===== config.mk =====
export PLATFORM = sky130hd
export DESIGN_NAME = calibrated_calendar_clock_top
export DESIGN_NICKNAME = d
export VERILOG_FILES = /design/src/sv/cclk_pkg.sv /design/src/sv/calibrated_calendar_clock_top.sv
export SDC_FILE = /design/constraint.sdc
export NUM_CORES = 2
export LEC_CHECK = 0
export CAP_MARGIN = 20
export CELL_PAD_IN_SITES_DETAIL_PLACEMENT = 2
export CELL_PAD_IN_SITES_GLOBAL_PLACEMENT = 2
export CORE_MARGIN = 4
export CORE_UTILIZATION = 38
export CTS_BUF_LIST = sky130_fd_sc_hd__clkbuf_2
export DETAILED_ROUTE_END_ITERATION = 8
export DONT_BUFFER_PORTS = 1
export HOLD_SLACK_MARGIN = 0.02
export PLACE_DENSITY_LB_ADDON = 0.1
export SKIP_LAST_GASP = 1
export SYNTH_ARGS = -nofsm -noshare
export SYNTH_HDL_FRONTEND = slang
export SYNTH_SLANG_ARGS = --single-unit

===== constraint.sdc =====
create_clock -name clock -period 10.2 [get_ports clock]
set_clock_uncertainty 0.05 [all_clocks]
set_input_delay 2.04 -clock clock [delete_from_list [all_inputs] [get_ports clock]]
set_output_delay 2.04 -clock clock [all_outputs]
set_load 0.05 [all_outputs]

===== src/sv/cclk_pkg.sv =====
`timescale 1ns / 1ps

package cclk_pkg;

   localparam logic KIND_TICK = 1'b0;
   localparam logic KIND_SET  = 1'b1;

   localparam logic [3:0] MONTH_JAN = 4'd1;
   localparam logic [3:0] MONTH_FEB = 4'd2;
   localparam logic [3:0] MONTH_APR = 4'd4;
   localparam logic [3:0] MONTH_JUN = 4'd6;
   localparam logic [3:0] MONTH_SEP = 4'd9;
   localparam logic [3:0] MONTH_NOV = 4'd11;
   localparam logic [3:0] MONTH_DEC = 4'd12;

   localparam logic [15:0] YEAR_RESET    = 16'd1970;
   localparam logic [31:0] US_PER_SECOND = 32'd1000000;
   // 2^32 - 1e6: above this a tick can wrap the microsecond accumulator
   localparam logic [31:0] WRAP_EDGE     = 32'd4293967296;
   localparam logic [12:0] FRAC_DIV      = 13'd4095;
   localparam logic [44:0] FRAC_HALF     = 45'd2047;
   // floor(2^32 / 15625) and floor(2^18 / 60)
   localparam logic [18:0] RECIP_MEGA    = 19'd274877;
   localparam logic [12:0] RECIP_SIXTY   = 13'd4369;
   // inverses of 25 modulo 2^14 and 2^12 for the divisibility test
   localparam logic [13:0] INV25_14      = 14'd7209;
   localparam logic [11:0] INV25_12      = 12'd3113;
   localparam logic [13:0] LIM25_14      = 14'd655;
   localparam logic [11:0] LIM25_12      = 12'd163;

   typedef struct packed {
      logic        kind;
      logic [31:0] counter_now;
      logic [31:0] cal_period;
      logic [15:0] set_year;
      logic [3:0]  set_month;
      logic [4:0]  set_day;
      logic [4:0]  set_hour;
      logic [5:0]  set_minute;
      logic [5:0]  set_second;
   } req_type;

   typedef struct packed {
      logic [15:0] year_out;
      logic [3:0]  month_out;
      logic [4:0]  day_out;
      logic [4:0]  hour_out;
      logic [5:0]  minute_out;
      logic [5:0]  second_out;
      logic        running;
   } rsp_type;

   function automatic logic leap_year(input logic [15:0] year);
      logic [27:0] prod_c;
      logic [23:0] prod_q;
      logic        div4;
      logic        by25_c;
      logic        by25_q;
      prod_c = {14'd0, year[15:2]} * {14'd0, INV25_14};
      prod_q = {12'd0, year[15:4]} * {12'd0, INV25_12};
      div4   = (year[1:0] == 2'd0);
      by25_c = (prod_c[13:0] <= LIM25_14);
      by25_q = (prod_q[11:0] <= LIM25_12);
      return (div4 && !by25_c) || ((year[3:0] == 4'd0) && by25_q);
   endfunction

   function automatic logic [4:0] month_days(input logic [3:0] month, input logic leap);
      logic [4:0] days;
      case (month) inside
         MONTH_APR, MONTH_JUN, MONTH_SEP, MONTH_NOV: days = 5'd30;
         MONTH_FEB: days = leap ? 5'd29 : 5'd28;
         default: days = 5'd31;
      endcase
      return days;
   endfunction

endpackage


===== src/sv/calibrated_calendar_clock_top.sv =====
`timescale 1ns / 1ps

// channel   direction  handshake              payload
// req       in         req_valid / req_stall  cclk_pkg::req_type
// rsp       out        rsp_valid / rsp_stall  cclk_pkg::rsp_type
//
// One transaction accepted per cycle unless the pipe is full and the output
// stalled; each result passes 11 pipeline registers plus the output register.
// Depth is set by the 1/4095 rounding chain and the two reciprocal divides
// (by 1e6, by 60); the calendar update itself is combinational in the last stage.
// Synchronous active-high reset returns the clock to 1970-01-01 00:00:00.
// A stalled output holds; upstream stages keep filling until the pipe is full.

module calibrated_calendar_clock_top (
   input  logic              clock,
   input  logic              reset,
   input  logic              req_valid,
   output logic              req_stall,
   input  cclk_pkg::req_type req_data,
   output logic              rsp_valid,
   input  logic              rsp_stall,
   output cclk_pkg::rsp_type rsp_data
);
   import cclk_pkg::*;

   localparam int STAGES = 11;
   localparam int LAST   = STAGES - 1;

   typedef struct packed {
      logic        kind;
      logic        first;
      logic        running;
      logic        leap_set;
      logic [15:0] year;
      logic [3:0]  month;
      logic [4:0]  day;
      logic [4:0]  hour;
      logic [5:0]  minute;
      logic [5:0]  second;
   } ctl_type;

   typedef struct packed {
      logic        near;
      logic [19:0] k;
      logic [19:0] b;
   } rem_type;

   typedef struct packed {
      logic [5:0] sec;
      logic [5:0] min;
      logic       hour;
   } split_type;

   // handshake and pipeline control
   logic               en_out;
   logic [STAGES-1:0]  load;
   logic [STAGES-1:0]  valid_ff;
   logic               fire;
   logic               rsp_valid_ff;
   rsp_type            rsp_data_ff;
   rsp_type            rsp_data_in;
   ctl_type            ctl_ff [STAGES];
   ctl_type            ctl_in;

   // tick front end state
   logic               started_ff;
   logic [31:0]        last_counter_ff;

   // stage payloads
   logic [31:0] diff_ff,  diff_in;
   logic [31:0] per_ff;
   logic [31:0] pi_ff,    pi_in;
   logic [43:0] pf_ff,    pf_in;
   logic [31:0] pi2_ff;
   logic [44:0] y_ff,     y_in;
   logic [31:0] part_ff,  part_in;
   logic [33:0] y1_ff,    y1_in;
   logic [22:0] y2;
   logic [31:0] part2_ff, part2_in;
   logic [10:0] h3_ff;
   logic [12:0] y3_ff,    y3_in;
   logic [31:0] us_ff,    us_in;
   logic [31:0] us6_ff;
   logic [44:0] mq_ff,    mq_in;
   logic [12:0] q0_in,    q0_ff;
   logic [31:0] q0x;
   logic [31:0] rdiff;
   logic [31:0] negu;
   logic [20:0] r_ff;
   logic        near_ff,  near_in;
   logic [19:0] k_ff;
   logic        c1;
   logic [20:0] b_full;
   logic [12:0] a_ff,     a_in;
   rem_type     rem_ff,   rem_in;
   logic [24:0] ma_ff,    ma_in;
   logic [12:0] a9_ff;
   rem_type     rem9_ff;
   logic [6:0]  qa;
   logic [12:0] qa60;
   logic [12:0] ra_full;
   logic [6:0]  ra;
   logic        ra_fix;
   logic [6:0]  mm;
   split_type   split_ff, split_in;
   rem_type     rem10_ff;

   // calendar state
   logic [19:0] sub_ff,   sub_in;
   logic [15:0] year_ff,  year_in;
   logic [3:0]  month_ff, month_in;
   logic [4:0]  day_ff,   day_in;
   logic [4:0]  hour_ff,  hour_in;
   logic [5:0]  min_ff,   min_in;
   logic [5:0]  sec_ff,   sec_in;
   logic        leap_ff;

   // final-stage terms
   ctl_type     ctl_l;
   logic [20:0] tsum;
   logic        carry;
   logic        wrap;
   logic        advance;
   logic [6:0]  ssum, msum;
   logic [1:0]  cs, cm;
   logic [5:0]  sec_mod, min_mod;
   logic        sec_ovf, min_ovf, hr_ovf;
   logic [5:0]  hsum;
   logic [4:0]  hour_mod;
   logic [5:0]  dnext;
   logic        roll;

   assign en_out    = !rsp_valid_ff || !rsp_stall;
   assign req_stall = !load[0];
   assign rsp_valid = rsp_valid_ff;
   assign rsp_data  = rsp_data_ff;
   assign fire      = valid_ff[LAST] && en_out;

   always_comb begin
      for (int i = 0; i < STAGES; i++) begin
         load[i] = en_out || (|(~valid_ff & ({STAGES{1'b1}} << i)));
      end
   end

   always_ff @(posedge clock) begin
      if (reset) begin
         valid_ff     <= '0;
         rsp_valid_ff <= 1'b0;
      end else begin
         if (load[0]) begin
            valid_ff[0] <= req_valid;
         end
         for (int i = 1; i < STAGES; i++) begin
            if (load[i]) begin
               valid_ff[i] <= valid_ff[i-1];
            end
         end
         if (en_out) begin
            rsp_valid_ff <= valid_ff[LAST];
         end
      end
   end

   // accept stage
   always_comb begin
      ctl_in.kind     = req_data.kind;
      ctl_in.first    = (req_data.kind == KIND_TICK) && !started_ff;
      ctl_in.running  = started_ff || (req_data.kind == KIND_TICK);
      ctl_in.leap_set = leap_year(req_data.set_year);
      ctl_in.year     = req_data.set_year;
      ctl_in.month    = req_data.set_month;
      ctl_in.day      = req_data.set_day;
      ctl_in.hour     = req_data.set_hour;
      ctl_in.minute   = req_data.set_minute;
      ctl_in.second   = req_data.set_second;
      diff_in         = req_data.counter_now - last_counter_ff;
   end

   always_ff @(posedge clock) begin
      if (reset) begin
         started_ff      <= 1'b0;
         last_counter_ff <= '0;
      end else if (req_valid && load[0] && (req_data.kind == KIND_TICK)) begin
         started_ff      <= 1'b1;
         last_counter_ff <= req_data.counter_now;
      end
   end

   // microsecond conversion and decomposition
   always_comb begin
      pi_in    = diff_ff * {12'd0, per_ff[31:12]};
      pf_in    = {12'd0, diff_ff} * {32'd0, per_ff[11:0]};
      y_in     = {1'b0, pf_ff} + FRAC_HALF;
      // y / 4095 = h1 + h2 + h3 + (y3 >= 4095), hN = yN-1 >> 12
      y1_in    = {1'b0, y_ff[44:12]} + {22'd0, y_ff[11:0]};
      part_in  = pi2_ff + y_ff[43:12];
      y2       = {1'b0, y1_ff[33:12]} + {11'd0, y1_ff[11:0]};
      y3_in    = {2'd0, y2[22:12]} + {1'b0, y2[11:0]};
      part2_in = part_ff + {10'd0, y1_ff[33:12]};
      us_in    = part2_ff + {21'd0, h3_ff} + {31'd0, (y3_ff >= FRAC_DIV)};
      mq_in    = {19'd0, us_ff[31:6]} * {26'd0, RECIP_MEGA};
      q0_in    = mq_ff[44:32];
      q0x      = {19'd0, q0_in} * US_PER_SECOND;
      rdiff    = us6_ff - q0x;
      near_in  = us6_ff > WRAP_EDGE;
      negu     = 32'd0 - us6_ff;
      c1       = r_ff >= US_PER_SECOND[20:0];
      a_in     = q0_ff + {12'd0, c1};
      b_full   = c1 ? (r_ff - US_PER_SECOND[20:0]) : r_ff;
      rem_in.near = near_ff;
      rem_in.k    = k_ff;
      rem_in.b    = b_full[19:0];
      ma_in    = {12'd0, a_ff} * {12'd0, RECIP_SIXTY};
      qa       = ma_ff[24:18];
      qa60     = {qa, 6'd0} - {4'd0, qa, 2'd0};
      ra_full  = a9_ff - qa60;
      ra       = ra_full[6:0];
      ra_fix   = ra >= 7'd60;
      mm       = qa + {6'd0, ra_fix};
      split_in.sec  = ra_fix ? 6'(ra - 7'd60) : ra[5:0];
      split_in.hour = mm >= 7'd60;
      split_in.min  = split_in.hour ? 6'(mm - 7'd60) : mm[5:0];
   end

   always_ff @(posedge clock) begin
      if (load[0]) begin
         ctl_ff[0] <= ctl_in;
         diff_ff   <= diff_in;
         per_ff    <= req_data.cal_period;
      end
      for (int i = 1; i < STAGES; i++) begin
         if (load[i]) begin
            ctl_ff[i] <= ctl_ff[i-1];
         end
      end
      if (load[1]) begin
         pi_ff <= pi_in;
         pf_ff <= pf_in;
      end
      if (load[2]) begin
         pi2_ff <= pi_ff;
         y_ff   <= y_in;
      end
      if (load[3]) begin
         part_ff <= part_in;
         y1_ff   <= y1_in;
      end
      if (load[4]) begin
         part2_ff <= part2_in;
         h3_ff    <= y2[22:12];
         y3_ff    <= y3_in;
      end
      if (load[5]) begin
         us_ff <= us_in;
      end
      if (load[6]) begin
         us6_ff <= us_ff;
         mq_ff  <= mq_in;
      end
      if (load[7]) begin
         q0_ff   <= q0_in;
         r_ff    <= rdiff[20:0];
         near_ff <= near_in;
         k_ff    <= negu[19:0];
      end
      if (load[8]) begin
         a_ff   <= a_in;
         rem_ff <= rem_in;
      end
      if (load[9]) begin
         ma_ff   <= ma_in;
         a9_ff   <= a_ff;
         rem9_ff <= rem_ff;
      end
      if (load[10]) begin
         split_ff <= split_in;
         rem10_ff <= rem9_ff;
      end
   end

   // calendar update
   always_comb begin
      ctl_l    = ctl_ff[LAST];
      tsum     = {1'b0, sub_ff} + {1'b0, rem10_ff.b};
      carry    = tsum >= US_PER_SECOND[20:0];
      wrap     = rem10_ff.near && (sub_ff >= rem10_ff.k);
      advance  = !wrap && (carry || (split_ff.sec != 6'd0) || (split_ff.min != 6'd0)
                           || split_ff.hour);

      ssum     = {1'b0, sec_ff} + {1'b0, split_ff.sec} + {6'd0, carry};
      cs       = (ssum >= 7'd120) ? 2'd2 : ((ssum >= 7'd60) ? 2'd1 : 2'd0);
      sec_mod  = 6'(ssum - 7'(cs * 7'd60));
      sec_ovf  = (split_ff.min != 6'd0) || split_ff.hour || (ssum >= 7'd60);

      msum     = {1'b0, min_ff} + {1'b0, split_ff.min} + {5'd0, cs};
      cm       = (msum >= 7'd120) ? 2'd2 : ((msum >= 7'd60) ? 2'd1 : 2'd0);
      min_mod  = 6'(msum - 7'(cm * 7'd60));
      min_ovf  = sec_ovf && (split_ff.hour || (msum >= 7'd60));

      hsum     = {1'b0, hour_ff} + {5'd0, split_ff.hour} + {4'd0, cm};
      hour_mod = (hsum >= 6'd24) ? 5'(hsum - 6'd24) : hsum[4:0];
      hr_ovf   = min_ovf && (hsum >= 6'd24);

      dnext    = {1'b0, day_ff} + 6'd1;
      roll     = dnext > {1'b0, month_days(month_ff, leap_ff)};

      sub_in   = sub_ff;
      year_in  = year_ff;
      month_in = month_ff;
      day_in   = day_ff;
      hour_in  = hour_ff;
      min_in   = min_ff;
      sec_in   = sec_ff;

      if (ctl_l.kind == KIND_SET) begin
         year_in  = ctl_l.year;
         month_in = ctl_l.month;
         day_in   = ctl_l.day;
         hour_in  = ctl_l.hour;
         min_in   = ctl_l.minute;
         sec_in   = ctl_l.second;
      end else if (!ctl_l.first) begin
         if (wrap) begin
            sub_in = sub_ff - rem10_ff.k;
         end else if (carry) begin
            sub_in = 20'(tsum - US_PER_SECOND[20:0]);
         end else begin
            sub_in = tsum[19:0];
         end
         if (advance) begin
            sec_in = sec_mod;
            if (sec_ovf) begin
               min_in = min_mod;
            end
            if (min_ovf) begin
               hour_in = hour_mod;
            end
            if (hr_ovf) begin
               if (roll) begin
                  day_in = 5'd1;
                  if (month_ff >= MONTH_DEC) begin
                     month_in = MONTH_JAN;
                     year_in  = year_ff + 16'd1;
                  end else begin
                     month_in = month_ff + 4'd1;
                  end
               end else begin
                  day_in = dnext[4:0];
               end
            end
         end
      end

      rsp_data_in.year_out   = year_in;
      rsp_data_in.month_out  = month_in;
      rsp_data_in.day_out    = day_in;
      rsp_data_in.hour_out   = hour_in;
      rsp_data_in.minute_out = min_in;
      rsp_data_in.second_out = sec_in;
      rsp_data_in.running    = ctl_l.running;
   end

   always_ff @(posedge clock) begin
      if (reset) begin
         sub_ff   <= '0;
         year_ff  <= YEAR_RESET;
         month_ff <= MONTH_JAN;
         day_ff   <= 5'd1;
         hour_ff  <= '0;
         min_ff   <= '0;
         sec_ff   <= '0;
      end else if (fire) begin
         sub_ff   <= sub_in;
         year_ff  <= year_in;
         month_ff <= month_in;
         day_ff   <= day_in;
         hour_ff  <= hour_in;
         min_ff   <= min_in;
         sec_ff   <= sec_in;
      end
   end

   // leap flag is registered from the year, so it trails it; a rollover lands in January
   always_ff @(posedge clock) begin
      if (reset) begin
         leap_ff <= 1'b0;
      end else if (fire && (ctl_l.kind == KIND_SET)) begin
         leap_ff <= ctl_l.leap_set;
      end else begin
         leap_ff <= leap_year(year_ff);
      end
   end

   always_ff @(posedge clock) begin
      if (en_out) begin
         rsp_data_ff <= rsp_data_in;
      end
   end

   assert property (@(posedge clock) disable iff (reset)
      req_stall |-> ((&valid_ff) && rsp_valid_ff))
      else $error("input stalled with room in the pipeline");

   assert property (@(posedge clock) disable iff (reset)
      sub_ff < US_PER_SECOND[19:0])
      else $error("sub-second accumulator out of range");

   assert property (@(posedge clock) disable iff (reset)
      started_ff |=> started_ff)
      else $error("running flag dropped");

   assert property (@(posedge clock) disable iff (reset)
      (valid_ff[LAST] && !en_out) |=> valid_ff[LAST])
      else $error("held transaction lost from last stage");

endmodule


# --- Word level (Yosys, flattened, before mapping) ---
# Memory sizes are Yosys's and may differ from the RTL's.
# Index checks and enable logic that the tools add are counted.
op_classes:
  n_eq_ne: 5
  reduce_logical: 59
  n_bitwise: 4
  add_sub_neg: 33
  n_lt_le_gt_ge: 18
  multipliers: 11
  mux: 64
ops:
  columns: ["op", "n"]
  rows:
  - ["16-bit 2-to-1 mux", 6]
  - ["20-bit 2-to-1 mux", 3]
  - ["6-bit 2-to-1 mux", 9]
  - ["5-bit 2-to-1 mux", 10]
  - ["44-bit by 11-bit adder with 45-bit output (second input constant)", 1]
  - ["26-bit by 19-bit multiplier with 45-bit output (second input constant)", 1]
  - ["32-bit by 12-bit multiplier with 44-bit output", 1]
  - ["21-bit by 20-bit greater-or-equal comparator with 1-bit output (second input constant)", 2]
  - ["20-bit subtractor (second input constant)", 2]
  - ["33-bit by 12-bit adder with 34-bit output", 1]
  - ["32-bit by 1-bit adder with 32-bit output", 1]
  - ["32-bit by 11-bit adder with 32-bit output", 1]
  - ["32-bit by 22-bit adder with 32-bit output", 1]
  - ["32-bit adder", 1]
  - ["32-bit greater-than comparator (second input constant)", 1]
  - ["32-bit by 20-bit multiplier with 32-bit output", 1]
  - ["32-bit subtractor", 1]
  - ["7-bit by 6-bit greater-or-equal comparator with 1-bit output (second input constant)", 4]
  - ["14-bit by 10-bit <= comparator with 1-bit output (second input constant)", 2]
  - ["14-bit by 13-bit multiplier with 14-bit output (second input constant)", 2]
  - ["1-bit 2-to-1 mux", 26]
  - ["13-bit by 13-bit multiplier with 25-bit output (second input constant)", 1]
  - ["12-bit by 8-bit <= comparator with 1-bit output (second input constant)", 2]
  - ["12-bit by 11-bit multiplier with 12-bit output (second input constant)", 2]
  - ["other kinds (51)", 112]
word_totals:
  mem_count: 1
  ramBits: 506
  wordCells: 257
  out_inout_bits: 45
  regBits: 835
memory_table:
  columns: ["memory", "words", "width", "read_ports", "rd_clocked_by_memory_dff", "write_ports", "line", "rtl"]
  rows:
  - ["ctl_ff", 11, 46, 11, 0, 11, "calibrated_calendar_clock_top.sv:62", "ctl_type ctl_ff [STAGES];"]

# --- Longest topological paths before layout ---
depth:
  word_depth: 17
  ltp_mapped: 49

# --- Worst setup path before layout ---
# Ideal clock, no wire load.
synth_timing:
  path_kind: "input to output"
  start: "input port rsp_stall"
  end: "output port req_stall"
  path_slack_ns: -1.412
  cell_stages: 9
  n_path_buf: 1
  required_ns: 8.110
  t_arrival_ns: 9.522
  path_cell_list: "and3_1 > inv_1 > nor2_1 > and2_1 > and3_1 > and2_1 > clkbuf_1 > nand4_1 > inv_1"
synth_between:
  elab_chain_cells: 4
synth_lines:
  columns: ["item", "line", "rtl"]
  rows:
  - ["from (decl)", "calibrated_calendar_clock_top.sv:21", "input logic rsp_stall,"]
  - ["1-bit logical NOT", "calibrated_calendar_clock_top.sv:133", "assign en_out = !rsp_valid_ff || !rsp_stall;"]
  - ["1-bit logical OR", "calibrated_calendar_clock_top.sv:133", null]
  - ["1-bit logical OR", "calibrated_calendar_clock_top.sv:141", "load[i] = en_out || (|(~valid_ff & ({STAGES{1'b1}} << i)));"]
  - ["1-bit logical NOT", "calibrated_calendar_clock_top.sv:134", "assign req_stall = !load[0];"]
  - ["to (decl)", "calibrated_calendar_clock_top.sv:18", "output logic req_stall,"]
# No other way between the ends.

# --- Worst setup path after layout ---
layout_timing:
  start: "register rem10_ff[20] (netlist bit)"
  end: "register rsp_data_ff, in the netlist rsp_data[38], data pin"
layout_between:
  elab_chain_cells: 7
layout_lines:
  columns: ["item", "line", "rtl"]
  rows:
  - ["from (decl)", "calibrated_calendar_clock_top.sv:106", "rem_type rem10_ff;"]
  - ["from (signal assigned)", "calibrated_calendar_clock_top.sv:277", "rem10_ff <= rem9_ff;"]
  - ["20-bit greater-or-equal comparator", "calibrated_calendar_clock_top.sv:286", "wrap = rem10_ff.near && (sub_ff >= rem10_ff.k);"]
  - ["1-bit logical AND", "calibrated_calendar_clock_top.sv:286", null]
  - ["1-bit logical NOT", "calibrated_calendar_clock_top.sv:287", "advance = !wrap && (carry || (split_ff.sec != 6'd0) || (split_ff.min != 6'd0)"]
  - ["1-bit logical AND", "calibrated_calendar_clock_top.sv:287", null]
  - ["16-bit 2-to-1 mux", "calibrated_calendar_clock_top.sv:330", "if (advance) begin"]
  - ["16-bit 2-to-1 mux", "calibrated_calendar_clock_top.sv:322", "end else if (!ctl_l.first) begin"]
  - ["16-bit 2-to-1 mux", "calibrated_calendar_clock_top.sv:315", "if (ctl_l.kind == KIND_SET) begin"]
  - ["net year_in[11]", "calibrated_calendar_clock_top.sv:110", "logic [15:0] year_ff, year_in;"]
  - ["to (signal assigned)", "calibrated_calendar_clock_top.sv:396", "rsp_data_ff <= rsp_data_in;"]
  - ["to (decl)", "calibrated_calendar_clock_top.sv:60", "rsp_type rsp_data_ff;"]
# The timed path passes the listed nets, and every way through them passes these cells.
# A chain may end at the register's enable or synchronous reset.

==> impl_metrics.toml <==
[sta]
max_freq_mhz = 101
setup_violations = 0
finalWorstSetupSlack_ps = 310
max_slew.worst_pin.slew_ps = 1140
hold_violations = 0
slew_headroom_pct = 24.0
hold_ws_ps = 285
drv_slew = 0
finalCriticalPeriod_ps = 9890
post-route-period-util_pct = 97.0

[global_route]
track_usage_pct = 23.4
antenna_found_initial = 14
grt_pass1_vias = 71918
grt_start_max_net_pins = 111
gr-total-overflow = 0
grt_pass1_wl_mm = 448

[die]
rows = 180
die_h_um = 501
core_region_area_sq_um = 241000
die-area_sq_um = 251000
die_w_um = 501
io_pins = 156
start_util_pct = 38.3

[clock_tree]
path_clk_slew_ps = 130
cts_root_buf = "clkbuf_2"
cts.sinks = 1287
cts_buffers = 365
tritoncts = "done"
cts_buffer_depth = 4
cts_max_level = 5
clock_latency_ps = 1810

[critical_path]
rrSetupSlack_ps = 310
critPathMostFrequentCell = "fa_2"
worst_ep_required_time_ps = 11570
critPathKind = "flip-flop to flip-flop"
crit_fanout = 4
start_kind = "flip-flop"
cpPeakStageDelay_ps = 600
cpMaxStageDelayCell = "or4_4"
arrival_ps = 11260
endpoint_kind = "flip-flop"

[yosys]
async_flop_share_pct = 0
ys.flop_type = "edfxtp_1"
synth_commonest_cells = "1436 x inv_1, 1179 x edfxtp_1, 904 x fa_1"
synth_nets = 9970
synth_top_area_cell = "edfxtp_1"
synth_top_area_share_pct = 38.3
syn_inst = 8183
syn_area_per_cell_sq_um = 11.3
synth_most_common_cell = "inv_1"
ys_seq_elements = 1287
synth_warnings = 0
ys_types = 106
netlist_area_sq_um = 92400
synth_enable_flop_cells = 1179
yosysSeqAreaShare_pct = 40.7
ys_top_cells_by_area = "edfxtp_1 38%, fa_1 20%, ha_1 10%, inv_1 5.8%, nand2_1 3.6%"

[placed_design]
place.gp.congestion = 0.812
portBuffers = 0
post-place-ws_ps = -436
dpl.hpwl_mm = 223

[route]
wl_met2_mm = 155
drt-wirelength-per-cell_um = 24.4
routed_wl_mm = 291
vias = 61394
dr.first_iter.drc_count = 2802
viasPerCell = 5.15
top_layer = "met5"
drt-pass1-iter-count = 5
wl_met3_mm = 8.60
ant_nets = 0
wl_met1_mm = 117
drc = 0

[cells_and_area]
postLayoutCoreUtil_pct = 41.5
syn2layout_area_growth_pct = 8.25
nets = 10246
layout-drive-gt1-share_pct = 9.08

[worst_hold_path]
hp-class = "flip-flop to flip-flop"

[run_status]
status = "finished, final reports clean"

[job]
cap_violations = 0
==> critical path, delay by kind of cell (launching register included) <==
family | cells | cell delay (ps)
AO/OA/AOI/OAI | 13 | 1930
adder cells (fa/ha/maj) | 10 | 3080
XOR/XNOR | 3 | 460
AND/OR/NAND/NOR | 15 | 3120
buffers and inverters | 4 | 330
flip-flops | 1 | 490
==> layer usage <==
layer  up-vias  GRT usage (%)
li1      27770              -
met1     32087           27.5
met2      1058           43.5
met3       473           3.06
met4         6           7.81
met5         -              0
==> flip-flops by register name, summed over array words and instances, names as in the netlist, 32 cells and up <==
name / count
ctl_ff: 506
diff_ff: 32
last_counter_ff: 32
part2_ff: 32
part_ff: 32
per_ff: 32
pf_ff: 44
pi2_ff: 32
pi_ff: 32
rem10_ff: 40
rem9_ff: 40
rem_ff: 40
rsp_data: 43
us6_ff: 32
us_ff: 32
y1_ff: 34
y_ff: 45
==> repair_timing <==
action | CTS | global route
resized for setup | 17 | 34
pin swaps | 8 | 22
setup endpoints to repair | 50 | 50
buffers inserted | 5 | 6
endpoints found under the hold margin | 12 | 0
hold buffers | 2 | 0
==> final timing paths <==
path,from,end,depth (start not counted)
min,ctl_ff[3][14]$_DFFE_PP_,ctl_ff[4][14]$_DFFE_PP_,0
min reg2reg,ctl_ff[3][14]$_DFFE_PP_,ctl_ff[4][14]$_DFFE_PP_,0
max,rem10_ff[20]$_DFFE_PP_,rsp_data[38]$_DFFE_PN_,45
max reg2reg,rem10_ff[20]$_DFFE_PP_,rsp_data[38]$_DFFE_PN_,45
==> final cells by class <==
| class | instances | area (sq um) |
|---|---|---|
| Antenna cell | 15 | 37.5 |
| Tap cell | 3185 | 3990 |
| Inverter | 1438 | 5410 |
| Multi-Input combinational cell | 5232 | 48800 |
| Sequential cell | 1287 | 37600 |
| Timing Repair Buffer | 135 | 1030 |
| Fill cell | 25147 | 141000 |
| Clock buffer | 526 | 2630 |
| Clock inverter | 101 | 510 |
==> layout by cell type (no fill, tap or decap), drive strengths merged, types with 34 or more instances in the layout <==
cell type	n
clkbuf	526
a21o	116
dfxtp	108
nand2b	38
a31oi	50
ha	772
xnor2	370
nand4	47
and3	69
or3	35
clkinv	93
and2	293
edfxtp	1179
a211oi	34
o21bai	45
nor2	318
xor2	125
inv	1441
o21a	51
nand2	885
nor2b	41
o21ai	210
buf	133
nand3	104
a21oi	289
fa	904
nor3	102
==> kinds of logic (layout without fill, tap and decap cells) <==
group / Yosys count / count (layout) / synth area share [%]
AO/OA/AOI/OAI: 1011 / 1011 / 7.11
XOR/XNOR: 495 / 495 / 4.69
adder cells (fa/ha/maj): 1677 / 1677 / 30.1
buffers and inverters: 1664 / 2200 / 6.79
flip-flops: 1287 / 1287 / 40.7
multiplexers: 22 / 22 / 0.242
other: 0 / 15 / 0
AND/OR/NAND/NOR: 2027 / 2027 / 10.4
==> metrics by stage <==
| step | setup TNS, ps | std cells | cell area, sq um |
|---|---|---|---|
| finish | 0 | 11919 | 100000 |
| global route | -486 | 11915 | 100000 |
| CTS | 0 | 11898 | 99800 |
| detailed placement | -11150 | 11264 | 96500 |
| global placement | 0 | 11264 | 96500 |
| floorplan | -4070 | 8183 | 92400 |
Power is left out: the tool's default activity adds up to more than one toggle a clock period on the data nets, which glitch-free logic cannot reach.
